### config.mk
export PLATFORM = sky130hd
export DESIGN_NAME = volume_table_block_mapper_flat
export DESIGN_NICKNAME = d
export VERILOG_FILES = /design/src/hw/rtl/vtbm_pkg.sv /design/src/hw/rtl/vtbm_req_if.sv /design/src/hw/rtl/vtbm_rsp_if.sv /design/src/hw/rtl/vtbm_cell.sv /design/src/hw/rtl/volume_table_block_mapper.sv /design/src/flat_wrapper.sv
export SDC_FILE = /design/constraint.sdc
export NUM_CORES = 1
export LEC_CHECK = 0
export BUFFER_PORTS_ARGS = -buffer_cell sky130_fd_sc_hd__buf_4
export CAP_MARGIN = 20
export CORE_MARGIN = 2
export CORE_UTILIZATION = 60
export CTS_CLUSTER_DIAMETER = 150
export CTS_CLUSTER_SIZE = 20
export DETAILED_ROUTE_END_ITERATION = 7
export PLACE_DENSITY = 0.85
export SLEW_MARGIN = 30
export SYNTH_ARGS = -nofsm -noshare
export SYNTH_HDL_FRONTEND = slang
export SYNTH_SLANG_ARGS = --single-unit
### constraint.sdc
create_clock -name clk -period 9.65 [get_ports clk]
set_clock_uncertainty 0.1 [all_clocks]
set_input_delay 0.4825 -clock clk [delete_from_list [all_inputs] [get_ports clk]]
set_output_delay 0.4825 -clock clk [all_outputs]
set_load 0.02 [all_outputs]
### src/hw/rtl/vtbm_pkg.sv
// shared types and constants of the volume table block mapper
`timescale 1ns / 1ps

package vtbm_pkg;

  localparam int MAX_VOLUMES          = 8;
  localparam int SECTORS_PER_CYLINDER = 16;

  localparam int IDX_W = (MAX_VOLUMES > 1) ? $clog2(MAX_VOLUMES) : 1;
  localparam int CNT_W = $clog2(MAX_VOLUMES + 1);

  localparam logic [1:0] REQ_CREATE    = 2'd0;
  localparam logic [1:0] REQ_DELETE    = 2'd1;
  localparam logic [1:0] REQ_TRANSLATE = 2'd2;

  localparam logic [1:0] ST_OK        = 2'd0;
  localparam logic [1:0] ST_FULL      = 2'd1;
  localparam logic [1:0] ST_BAD_VOL   = 2'd2;
  localparam logic [1:0] ST_BAD_BLOCK = 2'd3;

  typedef struct packed {
    logic [1:0]  vol_type;
    logic [15:0] sector_count;
    logic [3:0]  first_sector;
    logic [9:0]  first_cylinder;
  } vtbm_entry_t;

  typedef struct packed {
    logic write_en;
    logic shift_en;
  } vtbm_cell_ctrl_t;

  typedef struct packed {
    logic [1:0]  req_type;
    logic [9:0]  first_cylinder;
    logic [3:0]  first_sector;
    logic [15:0] sector_count;
    logic [1:0]  vol_type;
    logic [2:0]  volume_index;
    logic [15:0] block_number;
  } vtbm_req_t;

  typedef struct packed {
    logic [1:0]  status;
    logic [2:0]  new_index;
    logic [12:0] cylinder;
    logic [3:0]  sector;
    logic [3:0]  volume_count;
  } vtbm_rsp_t;

endpackage

### src/hw/rtl/vtbm_req_if.sv
// request channel of the volume table block mapper
`timescale 1ns / 1ps

interface vtbm_req_if;
  import vtbm_pkg::*;

  logic      valid;
  logic      ready;
  vtbm_req_t data;

  modport source (output valid, output data, input ready);
  modport sink (input valid, input data, output ready);
endinterface

### src/hw/rtl/vtbm_rsp_if.sv
// response channel of the volume table block mapper
`timescale 1ns / 1ps

interface vtbm_rsp_if;
  import vtbm_pkg::*;

  logic      valid;
  logic      ready;
  vtbm_rsp_t data;

  modport source (output valid, output data, input ready);
  modport sink (input valid, input data, output ready);
endinterface

### src/hw/rtl/vtbm_cell.sv
// one table slot: loads a new entry or takes its upper neighbor's entry
`timescale 1ns / 1ps

module vtbm_cell (
  input  logic                     clk,
  input  vtbm_pkg::vtbm_cell_ctrl_t ctrl,
  input  vtbm_pkg::vtbm_entry_t    write_data,
  input  vtbm_pkg::vtbm_entry_t    upper_entry,
  output vtbm_pkg::vtbm_entry_t    entry
);
  import vtbm_pkg::*;

  vtbm_entry_t slot;

  always_ff @(posedge clk) begin
    if (ctrl.write_en) begin
      slot <= write_data;
    end else if (ctrl.shift_en) begin
      slot <= upper_entry;
    end
  end

  assign entry = slot;

endmodule

### src/hw/rtl/volume_table_block_mapper.sv
// Volume table block mapper.
// Requests arrive on the req channel, one result per request leaves on rsp;
// both are valid/ready, a transaction completes when valid and ready are high.
// Create appends a volume to a row of cells, delete removes one and the cells
// above it each take their upper neighbor's entry in the same cycle, translate
// reads one cell and adds first sector and block, the quotient by the sectors
// per cylinder goes into the cylinder, the remainder is the sector.
// The result is in the output register in the cycle after the request
// transaction. Throughput: one request per cycle, set by the single output
// register; the table update and the translate path fit in that cycle.
// A new request is taken while the held result is being taken in the same
// cycle. When the receiver stalls, the result holds and req.ready drops.
// Reset (rst, synchronous) empties the table and drops rsp.valid; entry
// contents are not cleared, only slots below the volume count are ever read.
`timescale 1ns / 1ps

module volume_table_block_mapper (
  input logic        clk,
  input logic        rst,
  vtbm_req_if.sink   req,
  vtbm_rsp_if.source rsp
);
  import vtbm_pkg::*;

  logic            rsp_valid;
  vtbm_rsp_t       rsp_data;
  logic [CNT_W-1:0] count;
  logic [CNT_W-1:0] count_next;
  vtbm_rsp_t       result;

  vtbm_entry_t     entries   [MAX_VOLUMES];
  vtbm_cell_ctrl_t cell_ctrl [MAX_VOLUMES];
  vtbm_entry_t     new_entry;
  vtbm_entry_t     sel_entry;
  logic [IDX_W-1:0] vol_idx;
  logic [16:0]     sum;
  logic            accept;
  logic            vol_ok;
  logic            create_ok;
  logic            delete_ok;

  assign accept    = req.valid && req.ready;
  assign req.ready = !rsp_valid || rsp.ready;
  assign rsp.valid = rsp_valid;
  assign rsp.data  = rsp_data;

  assign new_entry.first_cylinder = req.data.first_cylinder;
  assign new_entry.first_sector   = req.data.first_sector;
  assign new_entry.sector_count   = req.data.sector_count;
  assign new_entry.vol_type       = req.data.vol_type;

  assign vol_ok    = 32'(req.data.volume_index) < 32'(count);
  assign create_ok = (req.data.req_type == REQ_CREATE) && (32'(count) < MAX_VOLUMES);
  assign delete_ok = (req.data.req_type == REQ_DELETE) && vol_ok;
  assign vol_idx   = IDX_W'(req.data.volume_index);
  assign sel_entry = entries[vol_idx];
  assign sum       = 17'(sel_entry.first_sector) + 17'(req.data.block_number);

  // row of cells, each one looks at its upper neighbor, the top one at itself
  for (genvar i = 0; i < MAX_VOLUMES; i++) begin : g_cell
    vtbm_entry_t upper;

    if (i == MAX_VOLUMES - 1) begin : g_top
      assign upper = entries[i];
    end else begin : g_mid
      assign upper = entries[i+1];
    end

    always_comb begin
      cell_ctrl[i].write_en = accept && create_ok && (32'(count) == i);
      cell_ctrl[i].shift_en = accept && delete_ok && (32'(req.data.volume_index) <= i);
    end

    vtbm_cell u_cell (
      .clk         (clk),
      .ctrl        (cell_ctrl[i]),
      .write_data  (new_entry),
      .upper_entry (upper),
      .entry       (entries[i])
    );
  end

  always_comb begin
    result     = '0;
    count_next = count;
    case (req.data.req_type)
      REQ_CREATE: begin
        if (create_ok) begin
          result.new_index = 3'(count);
          count_next       = count + 1'b1;
        end else begin
          result.status = ST_FULL;
        end
      end
      REQ_DELETE: begin
        if (delete_ok) begin
          count_next = count - 1'b1;
        end else begin
          result.status = ST_BAD_VOL;
        end
      end
      REQ_TRANSLATE: begin
        if (!vol_ok) begin
          result.status = ST_BAD_VOL;
        end else if (req.data.block_number >= sel_entry.sector_count) begin
          result.status = ST_BAD_BLOCK;
        end else begin
          result.cylinder = 13'(sel_entry.first_cylinder)
                          + 13'(sum / SECTORS_PER_CYLINDER);
          result.sector   = 4'(sum % SECTORS_PER_CYLINDER);
        end
      end
      default: begin
        result.status = ST_OK;
      end
    endcase
    result.volume_count = 4'(count_next);
  end

  always_ff @(posedge clk) begin
    if (rst) begin
      rsp_valid <= 1'b0;
      count     <= '0;
    end else if (accept) begin
      rsp_valid <= 1'b1;
      count     <= count_next;
    end else if (rsp.ready) begin
      rsp_valid <= 1'b0;
    end
  end

  always_ff @(posedge clk) begin
    if (accept) begin
      rsp_data <= result;
    end
  end

`ifndef NO_ASSERTIONS
  a_count_range: assert property (@(posedge clk) disable iff (rst)
    32'(count) <= MAX_VOLUMES)
    else $error("volume count above table size");

  a_create_grows: assert property (@(posedge clk) disable iff (rst)
    accept && create_ok |=> count == $past(count) + 1'b1)
    else $error("create did not grow the table");

  a_delete_shrinks: assert property (@(posedge clk) disable iff (rst)
    accept && delete_ok |=> count == $past(count) - 1'b1)
    else $error("delete did not shrink the table");

  a_rsp_count: assert property (@(posedge clk) disable iff (rst)
    rsp.valid |-> rsp.data.volume_count == 4'(count))
    else $error("held result disagrees with volume count");
`endif

endmodule

### src/flat_wrapper.sv
// flat-port wrapper written by rule: the top's interface ports become plain ports
module volume_table_block_mapper_flat import vtbm_pkg::*;
  (clk, rst, req_valid, req_data, req_ready, rsp_valid, rsp_data, rsp_ready);
  vtbm_req_if req_i ();
  vtbm_rsp_if rsp_i ();
  input logic clk;
  input logic rst;
  input wire logic [$bits(req_i.valid)-1:0] req_valid;
  input wire logic [$bits(req_i.data)-1:0] req_data;
  output wire logic [$bits(req_i.ready)-1:0] req_ready;
  output wire logic [$bits(rsp_i.valid)-1:0] rsp_valid;
  output wire logic [$bits(rsp_i.data)-1:0] rsp_data;
  input wire logic [$bits(rsp_i.ready)-1:0] rsp_ready;
  assign req_i.valid = req_valid;
  assign req_i.data = req_data;
  assign req_ready = req_i.ready;
  assign rsp_valid = rsp_i.valid;
  assign rsp_data = rsp_i.data;
  assign rsp_i.ready = rsp_ready;
  volume_table_block_mapper u_core (.clk(clk), .rst(rst), .req(req_i), .rsp(rsp_i));
endmodule
==> impl_metrics.py <==
metrics = {
    "status": {
        "outcome": "finished clean",
    },
    "worst_setup_path": {
        "setup.worst_path.start": "req_data[16]",
        "path_delay_family": "compound AO/OA/AOI/OAI gates",
        "rr_startpoint": "u_core.g_cell[7].u_cell.entry[13]",
        "ff2ff_path_depth": 14,
        "crit_buf_inv": 2,
        "crit_arrival_ns": 5.71,
        "crit_required_ns": 9.90,
        "end_kind": "register",
        "cp.depth": 16,
        "critPathSlowestCell": "buf_4",
        "startpoint_type": "primary input",
        "crit_fanout": 36,
        "critPathMaxStageDelay_ns": 0.70,
        "r2r_end": "u_core.rsp.data[19]",
        "crit_chain": "buf_4 -> buf_4 -> mux4_2 -> mux2_2 -> ha_1 -> o21ai_0 -> o21bai_1 -> nand2_1 -> xnor2_1 -> ha_1 -> a211oi_1 -> nor3_1 -> o41ai_1 -> nand3b_1 -> a31o_2 -> a21oi_1",
        "ff2ff_setup_slack_ns": 5.17,
        "criticalPathCategory": "in2reg",
        "cp-endpoint": "u_core.rsp.data[19]",
    },
    "timing": {
        "post-route-period-util": 0.566,
        "timing.slew.headroom": 0.426,
        "fmax_ghz": 0.183,
        "rsz0062_at_grt": "no",
        "setup_viol": 0,
        "hold_viol_final": 0,
        "worst_slew_pin_slew_ns": 0.861,
        "setup_tns_ns": 0,
        "fin_crit_ns": 5.46,
        "fin_ws_ns": 4.19,
        "drv_slew": 0,
        "whs_ns": 0.0974,
    },
    "global_routing": {
        "gr-usage-met2": 0.419,
        "busiest_layer": "met2",
        "grt_pass1_vias": 8275,
        "met3_usage": 0.0319,
        "grt_pass1_wl_microns": 46400,
        "overflow": 0,
        "grt_usage": 0.250,
        "grtUsageMet1": 0.346,
        "antenna_found_initial": 0,
        "grt_max_degree": 57,
    },
    "placement": {
        "io_buffers": 82,
        "dpl.hpwl_microns": 19000,
        "place_congestion": 0.866,
        "place_ws_ns": 3.67,
    },
    "clocking": {
        "cts_setup_buffers": 0,
        "root_buffer": "clkbuf_16",
        "cts_sinks": 271,
        "cts_buffers": 17,
        "insertion_delay_ns": 0.50,
        "cts_buffer_depth": 3,
        "clk_pin_slew_worst_paths_ns": 0.09,
        "cts_hold_buf": 0,
        "cts_htree_levels": 1,
        "cts_tree": "built",
        "cts_resized": 0,
    },
    "logic_synthesis": {
        "synthArstFlopShare": 0,
        "syn_inst": 880,
        "syn_nets": 976,
        "yosys_warnings": 0,
        "syn_area_sq_mm": 0.0141,
        "synth_edf_count": 266,
        "yosysUniqueCellTypes": 52,
        "ys.flop_type": "edfxtp_1",
        "synth-seq-cells": 271,
        "seq_area_frac_synth": 0.573,
        "syn_area_per_cell_sq_um": 16.0,
    },
    "routing": {
        "firstDrtPassIters": 5,
        "drtIter0Drc": 742,
        "ant_nets": 0,
        "drc": 0,
        "vias_per_cell": 6.34,
        "post_drt_wl_per_cell_microns": 23.9,
        "vias": 8085,
        "wl_microns": 30400,
    },
    "pwr": {
        "ir_drop_mv": 0.133,
        "p_leak_nw": 5.44,
        "power_mw": 2.31,
        "p_per_area_mw_per_mm2": 148,
    },
    "cells_and_area": {
        "final_nets": 1047,
        "areaGrowthSynthToFinish_pct": 10.4,
        "n_antenna_cell": 0,
        "drive_gt1_frac": 0.435,
    },
    "flow_run": {
        "drv_cap": 0,
    },
    "floorplanning": {
        "pin_count": 85,
        "die_w_microns": 157,
        "die_h_microns": 157,
        "die_area_sq_mm": 0.0248,
        "core-area_sq_mm": 0.0233,
        "initial_core_util": 0.606,
        "rows": 56,
    },
    "worst_hold_path": {
        "worstHoldPathType": "in2reg",
    },
}
## worst register-to-register path: cells and delay by family, from the launching register on
kind	cells	cell delay, ns
AOI/OAI and AO/OA	6	1.74
muxes	2	0.81
adders and majority gates	2	0.62
and+or+nand+nor	3	0.46
DFF	1	0.40
xor gates and xnor gates	1	0.22
## through the flow
step | std cells | instance area, sq um | util
2_1_floorplan | 880 | 14100 | -
3_3_place_gp | 1251 | 15100 | 0.650
3_5_place_dp | 1251 | 15100 | 0.650
4_1_cts | 1275 | 15600 | 0.670
5_1_grt | 1275 | 15600 | 0.670
6_report | 1275 | 15600 | 0.670
## placed cells by master, fill, tap and decap left out, types with 2 or more instances in the layout
cell type and count:
xor2_1 7, nand4_1 7, nand2_1 25, o21a_1 4, ha_1 37, o211ai_1 2
and2_1 5, mux2i_1 16, nand3_1 7, nand2_4 2, clkbuf_16 17, mux2_2 225
buf_4 96, clkbuf_1 6, nor2_1 34, nor4_1 2, a21o_1 4, a21oi_1 20
xnor2_1 16, a211oi_1 5, o31a_1 4, a31o_2 2, edfxtp_1 266, mux4_2 60
o21ai_4 4, fa_1 2, and3_1 2, nor2b_1 6, nand2b_1 5, nand2_2 3
inv_1 15, o21ai_0 12, dfxtp_1 5, nor3_1 10, o211a_1 2
## cells by family after synthesis
logic type,after synthesis,share of synthesized area
DFF,271,0.573
muxes,301,0.287
buffers and inverters,60,0.0177
xor gates and xnor gates,23,0.0143
adders and majority gates,39,0.0357
and+or+nand+nor,114,0.0387
AOI/OAI and AO/OA,72,0.0336
## how the worst min path moves through the flow
stage	end	start	slack (ns)	cells after the start
floorplan	u_core.count[2]	u_core.count[2]	0.44	3
global placement	u_core.rsp.valid	u_core.rsp.valid	0.42	2
detailed placement	u_core.rsp.valid	u_core.rsp.valid	0.44	2
CTS	u_core.count[0]	rst	0.09	2
global route	u_core.rsp.valid	rst	0.1	2
finish	u_core.rsp.valid	rst	0.1	2
## metal layers
metal,share of wire,wire length (microns)
met1,0.41,12600
met2,0.49,14800
met3,0.074,2270
met4,0.026,799
met5,0,0
## report_power, final
part | switching [mW] | internal (mW)
sequential | 0.0116 | 1.31
combinational | 0.160 | 0.128
clock | 0.370 | 0.328
total | 0.542 | 1.77
## synthesized netlist by cell type (4+ instances only)
master    number  share of area
nor2_1        34         0.0090
nand2b_1       5         0.0022
a211oi_1       5         0.0027
buf_2          5         0.0018
mux2_2       225           0.18
ha_1          37          0.033
xnor2_1       16         0.0099
clkbuf_1      30         0.0080
buf_1          7         0.0019
and2_1         6         0.0027
nand2_1       30         0.0080
o21a_1         4         0.0021
a21oi_1       20         0.0071
nor3_1        10         0.0035
dfxtp_1        5         0.0071
o21ai_0       16         0.0057
nand4_1        7         0.0031
a21o_1         4         0.0021
mux4_2        60          0.096
nand3_1        7         0.0025
xor2_1         7         0.0043
o31a_1         4         0.0025
nor2b_1        6         0.0027
inv_1         15         0.0040
edfxtp_1     266           0.57
mux2i_1       16          0.011
## state kept, by name, summed over array words and instances (netlist names)
signal / count
u_core.count: 4
u_core.g_cell.u_cell.entry: 240
u_core.rsp.valid: 1
u_core.rsp.data: 26
## final cells by class
type,count,area [sq um]
sequential,271,8090
multi-input combinational,549,5850
fill,1608,7680
timing repair buffer,96,721
clock inverter,1,11.3
inverter,16,60.1
clock buffer,23,448
tap,319,399
Power figures use the tool's default switching activity.
